<file path="src/hdl/gvlr_pkg.sv">
// Package for grid_vertex_level_rank: field widths, reset and limit constants,
// and the small helper functions shared by the datapath.
// Depends on nothing.
package gvlr_pkg;

  localparam int COORD_W = 9;   // col_x, row_z, row_size
  localparam int LEVEL_W = 4;
  localparam int INDEX_W = 17;  // sorted_index, level_count

  localparam logic [COORD_W-1:0] MAX_ROW_SIZE   = 9'd257;
  localparam logic [COORD_W-1:0] ROW_SIZE_RESET = 9'd33;

  // floor(log2(n)); returns 0 for n of 0 or 1
  function automatic logic [LEVEL_W-1:0] floor_log2(input logic [COORD_W-1:0] n);
    logic [LEVEL_W-1:0] r;
    r = '0;
    for (int i = 0; i < COORD_W; i++) begin
      if (n[i]) r = LEVEL_W'(i);
    end
    return r;
  endfunction

  // min(trailing zeros of xz, top); zero counts as unbounded
  function automatic logic [LEVEL_W-1:0] vertex_level(input logic [COORD_W-1:0] xz,
                                                      input logic [LEVEL_W-1:0] top);
    logic [LEVEL_W-1:0] lev;
    lev = top;
    for (int i = COORD_W - 1; i >= 0; i--) begin
      if (xz[i] && (LEVEL_W'(i) < top)) lev = LEVEL_W'(i);
    end
    return lev;
  endfunction

  // number of multiples of 2^k in [0, v)
  function automatic logic [COORD_W-1:0] mult_below(input logic [COORD_W-1:0] v,
                                                    input logic [LEVEL_W-1:0] k);
    logic [COORD_W:0] sum;
    sum = {1'b0, v} + (((COORD_W+1)'(1) << k) - (COORD_W+1)'(1));
    return COORD_W'(sum >> k);
  endfunction

endpackage

</file>
<file path="src/hdl/grid_vertex_level_rank.sv">
// grid_vertex_level_rank: usage notes
// Input channel (in_valid/in_stall, in_col_x, in_row_z): one grid vertex per
// request. Result channel (out_valid/out_stall): one result per request with
// out_sorted_index, out_level, out_level_count and out_out_of_range, in order.
// cfg_wr_en/cfg_wr_data write the row size (values above 257 saturate); write
// it only while no request is in flight. Reset sets the row size to 33.
// A vertex is the coarsest level it belongs to, ranked by descending level,
// then row, then column; the rank and the level population are computed in
// closed form from the row size, no table is stored.
// Pipeline: a request is captured in the input register, then its result is
// loaded into the result register (four 9x9 multipliers and the adds sit
// between them).
// Throughput: one request per cycle, sustained while out_stall stays low.
// Reset (synchronous, rst_n low) empties both stages.
// When out_stall is high and a result is held, the result register holds; a
// request still enters the input register if it is empty, and in_stall rises
// only when both stages are full.
// Depends on gvlr_pkg.
module grid_vertex_level_rank import gvlr_pkg::*; (
  input  logic                 clk,
  input  logic                 rst_n,
  input  logic                 cfg_wr_en,
  input  logic [COORD_W-1:0]   cfg_wr_data,
  input  logic                 in_valid,
  output logic                 in_stall,
  input  logic [COORD_W-1:0]   in_col_x,
  input  logic [COORD_W-1:0]   in_row_z,
  output logic                 out_valid,
  input  logic                 out_stall,
  output logic [INDEX_W-1:0]   out_sorted_index,
  output logic [LEVEL_W-1:0]   out_level,
  output logic [INDEX_W-1:0]   out_level_count,
  output logic                 out_out_of_range
);

  logic [COORD_W-1:0]   row_size_r;
  logic                 s1_valid_r;
  logic [COORD_W-1:0]   s1_x_r;
  logic [COORD_W-1:0]   s1_z_r;
  logic                 out_valid_r;
  logic [INDEX_W-1:0]   idx_r;
  logic [LEVEL_W-1:0]   lev_r;
  logic [INDEX_W-1:0]   cnt_r;
  logic                 oor_r;

  logic                 out_free;
  logic                 s1_load;

  logic                 oor;
  logic [LEVEL_W-1:0]   top;
  logic [LEVEL_W-1:0]   lev;
  logic [LEVEL_W-1:0]   lev_p1;
  logic                 coarser;
  logic [COORD_W-1:0]   nm1;
  logic [COORD_W-1:0]   m0;
  logic [COORD_W-1:0]   m1;
  logic [COORD_W-1:0]   mbz0;
  logic [COORD_W-1:0]   mbz1;
  logic [COORD_W-1:0]   mbx0;
  logic [COORD_W-1:0]   mbx1;
  logic [COORD_W-1:0]   z_sh;
  logic [2*COORD_W-1:0] m0_sq;
  logic [2*COORD_W-1:0] m1_sq;
  logic [2*COORD_W-1:0] pz0;
  logic [2*COORD_W-1:0] pz1;
  logic [INDEX_W-1:0]   prior_cnt;
  logic [INDEX_W-1:0]   idx_nxt;
  logic [INDEX_W-1:0]   cnt_nxt;
  logic [LEVEL_W-1:0]   lev_nxt;

  assign out_free = !out_valid_r || !out_stall;
  assign s1_load  = !s1_valid_r || out_free;
  assign in_stall = !s1_load;

  always_ff @(posedge clk) begin
    if (!rst_n) begin
      row_size_r <= ROW_SIZE_RESET;
    end else if (cfg_wr_en) begin
      row_size_r <= (cfg_wr_data > MAX_ROW_SIZE) ? MAX_ROW_SIZE : cfg_wr_data;
    end
  end

  // input register
  always_ff @(posedge clk) begin
    if (!rst_n) begin
      s1_valid_r <= 1'b0;
    end else if (s1_load) begin
      s1_valid_r <= in_valid;
    end
  end

  always_ff @(posedge clk) begin
    if (s1_load && in_valid) begin
      s1_x_r <= in_col_x;
      s1_z_r <= in_row_z;
    end
  end

  // level and closed-form rank
  always_comb begin
    oor     = (s1_x_r >= row_size_r) || (s1_z_r >= row_size_r);
    top     = floor_log2(row_size_r);
    lev     = vertex_level(s1_x_r | s1_z_r, top);
    lev_p1  = lev + 4'd1;
    coarser = lev < top;
    nm1     = row_size_r - 9'd1;
    m0      = (nm1 >> lev) + 9'd1;
    m1      = coarser ? ((nm1 >> lev_p1) + 9'd1) : '0;
    mbz0    = mult_below(s1_z_r, lev);
    mbz1    = mult_below(s1_z_r, lev_p1);
    mbx0    = mult_below(s1_x_r, lev);
    mbx1    = mult_below(s1_x_r, lev_p1);
    z_sh    = s1_z_r >> lev;
    m0_sq   = m0 * m0;
    m1_sq   = m1 * m1;
    pz0     = mbz0 * m0;
    pz1     = mbz1 * m1;
    // earlier rows, then same row with smaller column, each minus the coarser vertices there
    prior_cnt = pz0[INDEX_W-1:0] - pz1[INDEX_W-1:0] + {8'b0, mbx0};
    if (coarser && !z_sh[0]) prior_cnt = prior_cnt - {8'b0, mbx1};
    idx_nxt = oor ? '0 : (m1_sq[INDEX_W-1:0] + prior_cnt);
    cnt_nxt = oor ? '0 : (m0_sq[INDEX_W-1:0] - m1_sq[INDEX_W-1:0]);
    lev_nxt = oor ? '0 : lev;
  end

  // result register
  always_ff @(posedge clk) begin
    if (!rst_n) begin
      out_valid_r <= 1'b0;
    end else if (out_free) begin
      out_valid_r <= s1_valid_r;
    end
  end

  always_ff @(posedge clk) begin
    if (out_free && s1_valid_r) begin
      idx_r <= idx_nxt;
      lev_r <= lev_nxt;
      cnt_r <= cnt_nxt;
      oor_r <= oor;
    end
  end

  assign out_valid        = out_valid_r;
  assign out_sorted_index = idx_r;
  assign out_level        = lev_r;
  assign out_level_count  = cnt_r;
  assign out_out_of_range = oor_r;

endmodule

</file>
<file path="config.mk">
export PLATFORM = sky130hd
export DESIGN_NAME = grid_vertex_level_rank
export DESIGN_NICKNAME = d
export VERILOG_FILES = /design/src/hdl/gvlr_pkg.sv /design/src/hdl/grid_vertex_level_rank.sv
export SDC_FILE = /design/constraint.sdc
export NUM_CORES = 1
export LEC_CHECK = 0
export ABC_AREA = 1
export ABC_CLOCK_PERIOD_IN_PS = 29800
export BUFFER_PORTS_ARGS = -buffer_cell sky130_fd_sc_hd__buf_2
export CAP_MARGIN = 25
export CORE_ASPECT_RATIO = 1.2
export CORE_MARGIN = 5
export CORE_UTILIZATION = 50
export DETAILED_ROUTE_END_ITERATION = 16
export GPL_ROUTABILITY_DRIVEN = 0
export PLACE_DENSITY = 0.65
export SETUP_SLACK_MARGIN = 0.05
export SLEW_MARGIN = 10
export SYNTH_ARGS = -nofsm -noshare
export SYNTH_HDL_FRONTEND = slang
export SYNTH_SLANG_ARGS = --single-unit
</file>
<file path="constraint.sdc">
create_clock -name clk -period 29.8 [get_ports clk]
set_clock_uncertainty 0.1 [all_clocks]
set_input_delay 1.49 -clock clk [delete_from_list [all_inputs] [get_ports clk]]
set_output_delay 1.49 -clock clk [all_outputs]
set_load 0.02 [all_outputs]
</file>
==> reports/qor.csv, run 1 <==
metric,value,unit
status,completed,
crit_path_top_delay_cell,inv_2,
grt_max_degree,70,
syn_avg_cell_area,7.45,um^2
tritoncts,yes,
critPathRequiredTime,29840,ps
hpwlAfterDp,45.4,mm
drcViolationCount,0,
dp_worst_setup_slack,14730,ps
timing.final.hold_violations,0,
start_kind,register,
reg2reg_slack,14470,ps
rows,77,
cts_hold_buffers,0,
ioPinCount,73,
r2r-start,row_size_r[2]$_SDFFE_PN0P_,
initial_core_util,0.507,
placement.io_buffers,72,
min-delay-path-class,reg -> reg,
routedWlPerCell,17.7,um
drive_gt1_frac,0.0799,
htree_levels,3,
path_clk_slew,60,ps
slew_headroom,0.380,
worst_slack,14470,ps
ys_ff_latch,68,
report.final.setup_viol,0,
final_common_cell,inv_1,
numCtsBuffers,9,
crit_top_cell,nand2_1,
syn_area,18700,um^2
rsz0062_at_grt,no,
vias_per_cell,5.44,
ys.flop_type,edfxtp_1,
num_vias,16500,
nets,3045,
clkLatencyLatePin,400,ps
tns,0,ps
grt_pass1_vias,16500,
ys_seq_area_frac,0.103,
ant_nets,0,
grt_antenna_before_repair,1,
timing.final.crit_period,15330,ps
max_freq,0.0652,GHz
syn2layout_area_growth,5.62,%
cts_setup_buffers,0,
reg2regPathDepth,74,
end_kind,register,
place_inst,3012,
synthCells,2511,
syn-num-nets,3007,
drt_pass1_iterations,6,
ys_warn_count,0,
grt_overflow,0,
core_area,36900,um^2
clock-sinks,68,
arrival,15370,ps
cts_root_buffer,clkbuf_16,
layout_common_cells,"inv_1 (556), nand2_1 (423), nor2_1 (256), ha_1 (241), fa_1 (223)",
drv_cap,0,
n_antenna_cell,0,
tightest_slew,918,ps
cts_buffer_depth,2,
drv_slew,0,
track_usage,0.256,
critPathKind,reg -> reg,
cts-resized-gates,0,
critPathMaxStageDelay,670,ps
die_h,222,um
ys_types,62,
period_share,0.514,
final.fill_count,3596,
crit_path_end,out_sorted_index[16]$_SDFFCE_PP0P_,
synth-async-reset-ratio,0,
route.final.wire_length,53.7,mm
stdcell_count,3028,
fp.dieArea,41400,um^2
worstPathMaxFanout,42,
post-route-util,0.535,
grt_pass1_wl,84.7,mm
drt_iter0_markers,1011,
r2r-end,out_sorted_index[16]$_SDFFCE_PP0P_,
critPathLaunch,row_size_r[2]$_SDFFE_PN0P_,
synth_edf_count,57,
die_w,187,um
==> worst max-delay path, delay by kind of cell (launching register included) <==
kind	cells	cell delay (ps)
compound gates	7	1630
xor+xnor	4	750
buf+inv	10	1870
fa+ha+maj	11	4990
simple gates	42	5330
flops	1	390
==> state kept, by name, summed over array words and instances, names as in the netlist <==
register,count
row_size_r,9
s1_x_r,9
s1_valid_r,1
out_level_count,17
out_out_of_range,1
out_valid,1
out_level,4
s1_z_r,9
out_sorted_index,17
==> worst min path at each step <==
stage	start	to	cells after the start
floorplan	s1_valid_r$_SDFFE_PN0N_	out_valid$_SDFFE_PN0P_	2
global placement	row_size_r[2]$_SDFFE_PN0P_	row_size_r[2]$_SDFFE_PN0P_	2
detailed placement	row_size_r[2]$_SDFFE_PN0P_	row_size_r[2]$_SDFFE_PN0P_	2
CTS	row_size_r[2]$_SDFFE_PN0P_	row_size_r[2]$_SDFFE_PN0P_	2
global route	row_size_r[2]$_SDFFE_PN0P_	row_size_r[2]$_SDFFE_PN0P_	2
finish	row_size_r[2]$_SDFFE_PN0P_	row_size_r[2]$_SDFFE_PN0P_	2
==> synth_stat cells (7+ instances only) <==
library cell / n / area [um^2]
ha_1: 241 / 3020
o21ai_1: 10 / 50.1
edfxtp_1: 57 / 1710
nand2_1: 423 / 1590
o211ai_1: 10 / 75.1
nand2_2: 28 / 175
nor2_2: 12 / 75.1
buf_1: 8 / 30.0
nor2_1: 256 / 961
clkbuf_1: 25 / 93.8
nand3_2: 10 / 100
a21oi_1: 134 / 671
mux2i_1: 9 / 90.1
a211oi_1: 7 / 52.6
xor2_1: 71 / 622
or2_2: 13 / 81.3
inv_1: 556 / 2090
o21bai_1: 17 / 128
o21ai_0: 106 / 531
fa_1: 223 / 4460
nand3_1: 114 / 571
buf_2: 11 / 55.1
nand4_1: 13 / 81.3
inv_2: 19 / 71.3
dfxtp_1: 11 / 220
xnor2_1: 34 / 298
==> routing by layer <==
metal	track usage	vias to the layer above	routed length, um
met5	0	-	0
met4	0.158	0	3670
met3	0.0383	188	3250
met2	0.451	661	26300
met1	0.292	7744	20400
li1	-	7882	-
==> kinds of logic after synthesis <==
| logic type | share of synthesized area |
|---|---|
| multiplexers | 0.00482 |
| buffers and inverters | 0.132 |
| AND/OR/NAND/NOR | 0.212 |
| AO/OA/AOI/OAI | 0.0973 |
| flip-flops | 0.103 |
| adder cells (fa/ha/maj) | 0.400 |
| XOR/XNOR | 0.0506 |
==> final cells by class <==
cell class	instances	area, um^2	area share
clock buffers	10	229	0.0116
clock inverters	6	65.1	0.00329
inverters	581	2180	0.111
multi-input cells	1808	14300	0.725
flip-flops and latches	68	1930	0.0978
well taps	474	593	0.0300
repair buffers	81	428	0.0217
==> metrics by stage <==
step / instance area, um^2 / hold slack (ps)
after CTS: 19800 / 417
final: 19800 / 423
after global routing: 19800 / 444
after global placement: 19500 / 402
after floorplan: 18700 / 357
after detailed placement: 19500 / 407
Power of run 1 is left out: the tool's default activity adds up to more than one toggle a clock period on the data nets, which glitch-free logic cannot reach.
==> inputs of run 2 (changes only) <==
Settings changed: ABC_AREA 1 to 0, ABC_CLOCK_PERIOD_IN_PS 29800 to 12920, PLACE_DENSITY 0.65 to 0.67.
Clock period 29.8 ns to 12.92 ns, I/O delays scaled along.
==> run 2 against run 1 <==
  * Non-clock buffer count increased by 112
  * Via count increased by 0.75%
  * Wire length increased by 3.9%
  * Setup slack got worse by 14000 ps
  * Worst hold slack got worse by 67 ps
==> reports/qor.csv, run 2 <==
metric,value,unit,change
max_freq,0.0800,GHz,was 0.0652 GHz
ys_seq_area_frac,0.102,,was 0.103
slew_headroom,0.359,,was 0.380
placement.io_buffers,72,,unchanged
syn_area,19000,um^2,was 18700 um^2
fp.dieArea,41900,um^2,was 41400 um^2
syn2layout_area_growth,12.2,%,was 5.62%
period_share,0.967,,was 0.514
critPathRequiredTime,12880,ps,was 29840 ps
grt_pass1_wl,88.5,mm,was 84.7 mm
final.fill_count,3453,,was 3596
ys_top_cells_by_area,"fa_1 (24%), ha_1 (16%), edfxtp_1 (9.0%)",,"was fa_1 (24%), ha_1 (16%), inv_1 (11%)"
final_common_cell,inv_1,,unchanged
track_usage,0.264,,was 0.256
initial_core_util,0.503,,was 0.507
ys_top_cells_by_count,"inv_1 (384), nor2_1 (262), ha_1 (241), fa_1 (223), nand2_1 (202)",,"was inv_1 (556), nand2_1 (423), nor2_1 (256), ha_1 (241), fa_1 (223)"
yosysTopAreaCell,fa_1,,unchanged
cts_hold_buffers,0,,unchanged
tns,0,ps,unchanged
timing.final.crit_period,12490,ps,was 15330 ps
critPathKind,reg -> reg,,unchanged
status,completed,,unchanged
core_area,37700,um^2,was 36900 um^2
drt_iter0_markers,1260,,was 1011
die_h,223,um,was 222 um
routedWlPerCell,19.3,um,was 17.7 um
crit_path_top_delay_cell,fa_1,,was inv_2
drv_slew,0,,unchanged
clock-sinks,68,,unchanged
nets,2907,,was 3045
ys_warn_count,0,,unchanged
ys.flop_type,edfxtp_1,,unchanged
rows,78,,was 77
htree_levels,3,,unchanged
tightest_slew,958,ps,was 918 ps
timing.final.hold_violations,0,,unchanged
worstPathMaxFanout,10,,was 42
reg2reg_slack,430,ps,was 14470 ps
min-delay-path-class,in -> reg,,was reg -> reg
rsz0062_at_grt,yes,,was no
grt_max_degree,40,,was 70
vias_per_cell,5.73,,was 5.44
cts_root_buffer,clkbuf_16,,unchanged
multi_input_area,15600,um^2,was 14300 um^2
cts_buffer_depth,2,,unchanged
grt_overflow,0,,unchanged
ys_types,93,,was 62
synth_edf_count,57,,unchanged
path_clk_slew,70,ps,was 60 ps
drv_cap,0,,unchanged
synthCells,2290,,was 2511
route.final.wire_length,55.8,mm,was 53.7 mm
num_vias,16600,,was 16.5k
seqCellArea,1940,um^2,was 1930 um^2
critPathMaxStageDelay,550,ps,was 670 ps
die_w,188,um,was 187 um
ioPinCount,73,,unchanged
tritoncts,yes,,unchanged
place_inst,2854,,was 3012
synth-async-reset-ratio,0,,unchanged
n_antenna_cell,0,,unchanged
drt_pass1_iterations,5,,was 6
start_kind,register,,unchanged
drcViolationCount,0,,unchanged
grt_pass1_vias,16800,,was 16.5k
crit_top_cell,fa_1,,was nand2_1
clkLatencyLatePin,360,ps,was 400 ps
synth_most_common_cell,inv_1,,unchanged
report.final.setup_viol,0,,unchanged
layout_common_cells,"inv_1 (383), nor2_1 (247), ha_1 (233), fa_1 (223), nand2_1 (199)",,"was inv_1 (556), nand2_1 (423), nor2_1 (256), ha_1 (241), fa_1 (223)"
yosysTopAreaCellShare,0.236,,was 0.239
drive_gt1_frac,0.154,,was 0.0799
end_kind,register,,unchanged
syn_avg_cell_area,8.28,um^2,was 7.45 um^2
stdcell_count,2896,,was 3028
post-route-util,0.565,,was 0.535
hpwlAfterDp,46.6,mm,was 45.4 mm
ys_ff_latch,68,,unchanged
ant_nets,0,,unchanged
numCtsBuffers,9,,unchanged
arrival,12460,ps,was 15370 ps
grt_antenna_before_repair,0,,was 1
syn-num-nets,2786,,was 3007
[run 2: cell types whose count changed after synthesis, moves of 32 or more]
cell | previous run | this run
nand2_1 | 423 | 202
o21ai_0 | 106 | 73
xnor2_1 | 34 | 88
clkbuf_1 | 25 | 58
a21o_1 | 4 | 36
nand3_1 | 114 | 28
inv_1 | 556 | 384
[run 2: metal layers]
| layer | vias to the layer above | global-route usage | part of all wire |
|---|---|---|---|
| li1 | 7816 | - | - |
| met1 | 7953 | 0.312 | 0.39 |
| met2 | 643 | 0.461 | 0.49 |
| met3 | 186 | 0.0340 | 0.053 |
| met4 | 0 | 0.152 | 0.071 |
| met5 | - | 0 | 0 |
[run 2: cell families (layout without fill, tap and decap cells)]
| kind of cell | Yosys count | count (layout) | synth area share |
|---|---|---|---|
| compound gates | 431 | 431 | 0.157 |
| mux | 37 | 37 | 0.0230 |
| xor+xnor | 136 | 136 | 0.0647 |
| flops | 68 | 68 | 0.102 |
| fa+ha+maj | 464 | 464 | 0.395 |
| simple gates | 674 | 674 | 0.162 |
| buf+inv | 480 | 606 | 0.0966 |
[run 2: stage by stage]
step | worst slack, ps | hold slack, ps | area (um^2)
CTS | 71.0 | 346 | 20700
global route | -124 | 347 | 21300
detailed placement | -139 | 399 | 20400
floorplan | 57.2 | 366 | 19000
finish | 427 | 356 | 21300
global placement | 107 | 382 | 20400
[run 2: area by class of cell]
type                    count  area share
clock inverters             4     0.00112
multi-input cells        1742       0.735
repair buffers            193      0.0604
clock buffers              12      0.0136
inverters                 397      0.0702
well taps                 480      0.0282
flip-flops and latches     68      0.0911
[run 2: path summary, 6_finish.rpt]
check	cells after the start	from	endpoint
worst min-delay path	1	in_row_z[2]	s1_z_r[2]$_DFFE_PP_
worst min register to register	2	s1_valid_r$_SDFFE_PN0N_	out_valid$_SDFFE_PN0P_
worst max register to register	45	s1_x_r[7]$_DFFE_PP_	out_sorted_index[15]$_SDFFCE_PP0P_
worst max-delay path	45	s1_x_r[7]$_DFFE_PP_	out_sorted_index[15]$_SDFFCE_PP0P_
[run 2: critical path, delay by kind of cell (launching register included)]
family	cells	cell delay, ps
adders and majority gates	11	4660
DFF	1	400
and+or+nand+nor	6	2030
xor gates and xnor gates	3	520
buffers and inverters	7	680
AOI/OAI and AO/OA	18	3800
[run 2: repair_timing]
action / CTS / global route
endpoints found under the setup margin: 3 / 12
buffers inserted: 2 / 24
cloned: 0 / 0
pin swaps: 2 / 28
gates resized for setup: 9 / 100
Power of run 2 is left out for the same reason.
==> inputs of run 3 (changes only) <==
Settings changed: BUFFER_PORTS_ARGS -buffer_cell sky130_fd_sc_hd__buf_2 to -buffer_cell sky130_fd_sc_hd__clkbuf_2.
==> run 3 against run 2 <==
  * Clock-buffer cell count rose by 1
  * Wire length down 0.44%
  * Flip-flop and latch count is the same
  * Global-route usage about the same
  * Critical path depth is the same
  * Setup slack got worse by 42 ps
  * Highest routed layer unchanged
==> reports/qor.csv, run 3 (synthesis results as in run 2) <==
metric,value,unit,change
syn2layout_area_growth,11.7,%,was 12.2%
final.fill_count,3415,,was 3453
ioPinCount,73,,unchanged
grt_antenna_before_repair,0,,unchanged
use_met3,0.0316,,was 0.0340
tns,0,ps,unchanged
dpl-instance-area,20300,um^2,was 20400 um^2
critPathMaxStageDelay,550,ps,about the same
grt_pass1_vias,17000,,was 16.8k
report.final.setup_viol,0,,unchanged
r2r-start,s1_x_r[7]$_DFFE_PP_,,unchanged
grt_max_degree,40,,unchanged
nets,2897,,was 2907
cts_buffer_depth,2,,unchanged
post-route-util,0.562,,was 0.565
critPathKind,reg -> reg,,unchanged
drv_slew,0,,unchanged
gr-usage-met2,0.449,,was 0.461
drt_iter0_markers,1103,,was 1260
tightest_slew,943,ps,was 958 ps
num_vias,16500,,was 16.6k
grt_pass1_wl,88.8,mm,was 88.5 mm
placement.io_buffers,72,,unchanged
path_clk_slew,60,ps,was 70 ps
clkLatencyLatePin,360,ps,about the same
layout_common_cells,"inv_1 (383), nor2_1 (250), ha_1 (236), fa_1 (221), nand2_1 (202)",,"was inv_1 (383), nor2_1 (247), ha_1 (233), fa_1 (223), nand2_1 (199)"
crit_path_top_delay_cell,fa_1,,unchanged
final_common_cell,inv_1,,unchanged
route.final.wire_length,55.5,mm,was 55.8 mm
worstPathMaxFanout,4,,was 10
max_freq,0.0798,GHz,was 0.0800 GHz
seqCellArea,1940,um^2,about the same
period_share,0.970,,was 0.967
reg2regPathDepth,45,,unchanged
fin_area,21200,um^2,was 21300 um^2
crit_path_end,out_level_count[16]$_SDFFCE_PP0P_,,was out_sorted_index[15]$_SDFFCE_PP0P_
tritoncts,yes,,unchanged
clock-sinks,68,,unchanged
timing.final.crit_period,12530,ps,was 12490 ps
hpwlAfterDp,46.2,mm,was 46.6 mm
drcViolationCount,0,,unchanged
initial_core_util,0.503,,unchanged
core_area,37700,um^2,unchanged
die_w,188,um,unchanged
end_kind,register,,unchanged
arrival,12630,ps,was 12460 ps
cpLargestDelayFamily,adder cells,,unchanged
rsz0062_at_grt,yes,,unchanged
grt-busiest-layer,met2,,unchanged
crit_top_cell,fa_1,,unchanged
ant_nets,0,,unchanged
min-delay-path-class,in -> reg,,unchanged
critPathLaunch,s1_x_r[7]$_DFFE_PP_,,unchanged
n_antenna_cell,0,,unchanged
start_kind,register,,unchanged
routedWlPerCell,19.2,um,was 19.3 um
track_usage,0.263,,was 0.264
r2r-end,out_level_count[16]$_SDFFCE_PP0P_,,was out_sorted_index[15]$_SDFFCE_PP0P_
reg2reg_slack,390,ps,was 430 ps
slew_headroom,0.369,,was 0.359
multi_input_area,15600,um^2,about the same
path_depth,45,,unchanged
critPathRequiredTime,13010,ps,was 12880 ps
critPathBufInv,6,,was 7
fp.dieArea,41900,um^2,unchanged
drt_pass1_iterations,8,,was 5
drive_gt1_frac,0.145,,was 0.154
htree_levels,3,,unchanged
vias_per_cell,5.72,,was 5.73
timing.final.hold_violations,0,,unchanged
rows,78,,unchanged
status,completed,,unchanged
grt_overflow,0,,unchanged
die_h,223,um,unchanged
drv_cap,0,,unchanged
grt.met1_usage,0.315,,was 0.312
numCtsBuffers,9,,unchanged
cts_root_buffer,clkbuf_16,,unchanged
[run 3: cell types whose count changed in the layout (fill, tap and decap cells not counted), moves of 4 or more]
cell	before	now
buf_2	72	0
clkbuf_2	0	72
buf_4	119	107
nor2_2	15	11
[run 3: worst min-delay path by stage]
| stage | start | to | slack (ps) | cells after the start |
|---|---|---|---|---|
| floorplan | s1_valid_r$_SDFFE_PN0N_ | out_valid$_SDFFE_PN0P_ | 370 | 2 |
| global placement | s1_valid_r$_SDFFE_PN0N_ | out_valid$_SDFFE_PN0P_ | 380 | 2 |
| detailed placement | s1_valid_r$_SDFFE_PN0N_ | out_valid$_SDFFE_PN0P_ | 420 | 2 |
| CTS | in_col_x[3] | s1_x_r[3]$_DFFE_PP_ | 350 | 1 |
| global route | in_row_z[2] | s1_z_r[2]$_DFFE_PP_ | 350 | 1 |
| finish | in_col_x[3] | s1_x_r[3]$_DFFE_PP_ | 360 | 1 |
[run 3: timing repair]
| item | 4_1_cts | 5_1_grt |
|---|---|---|
| setup endpoints to repair | 2 | 10 |
| pin swaps | 2 | 36 |
| resized for setup | 5 | 93 |
| hold buffers | 0 | 0 |
| buffers inserted | 1 | 19 |
[run 3: through the flow]
step	hold slack [ps]	setup WS, ps	cells
final	357	386	2886
after detailed placement	416	-207	2850
after global routing	350	-142	2886
after global placement	382	-48.5	2850
after CTS	346	13.8	2867
after floorplan	366	57.2	2290
[run 3: final cells by class]
class	count	share of cell area
Inverter	397	0.0705
Sequential cell	68	0.0916
Clock buffer	13	0.0138
Tap cell	480	0.0284
Timing Repair Buffer	183	0.0571
Clock inverter	3	0.000709
Multi-Input combinational cell	1742	0.738
[run 3: metal layers]
layer,vias to the layer above,part of all wire
met3,206,0.050
met4,0,0.080
li1,7807,-
met1,7894,0.39
met2,596,0.48
met5,-,0
Power of run 3 is left out for the same reason.
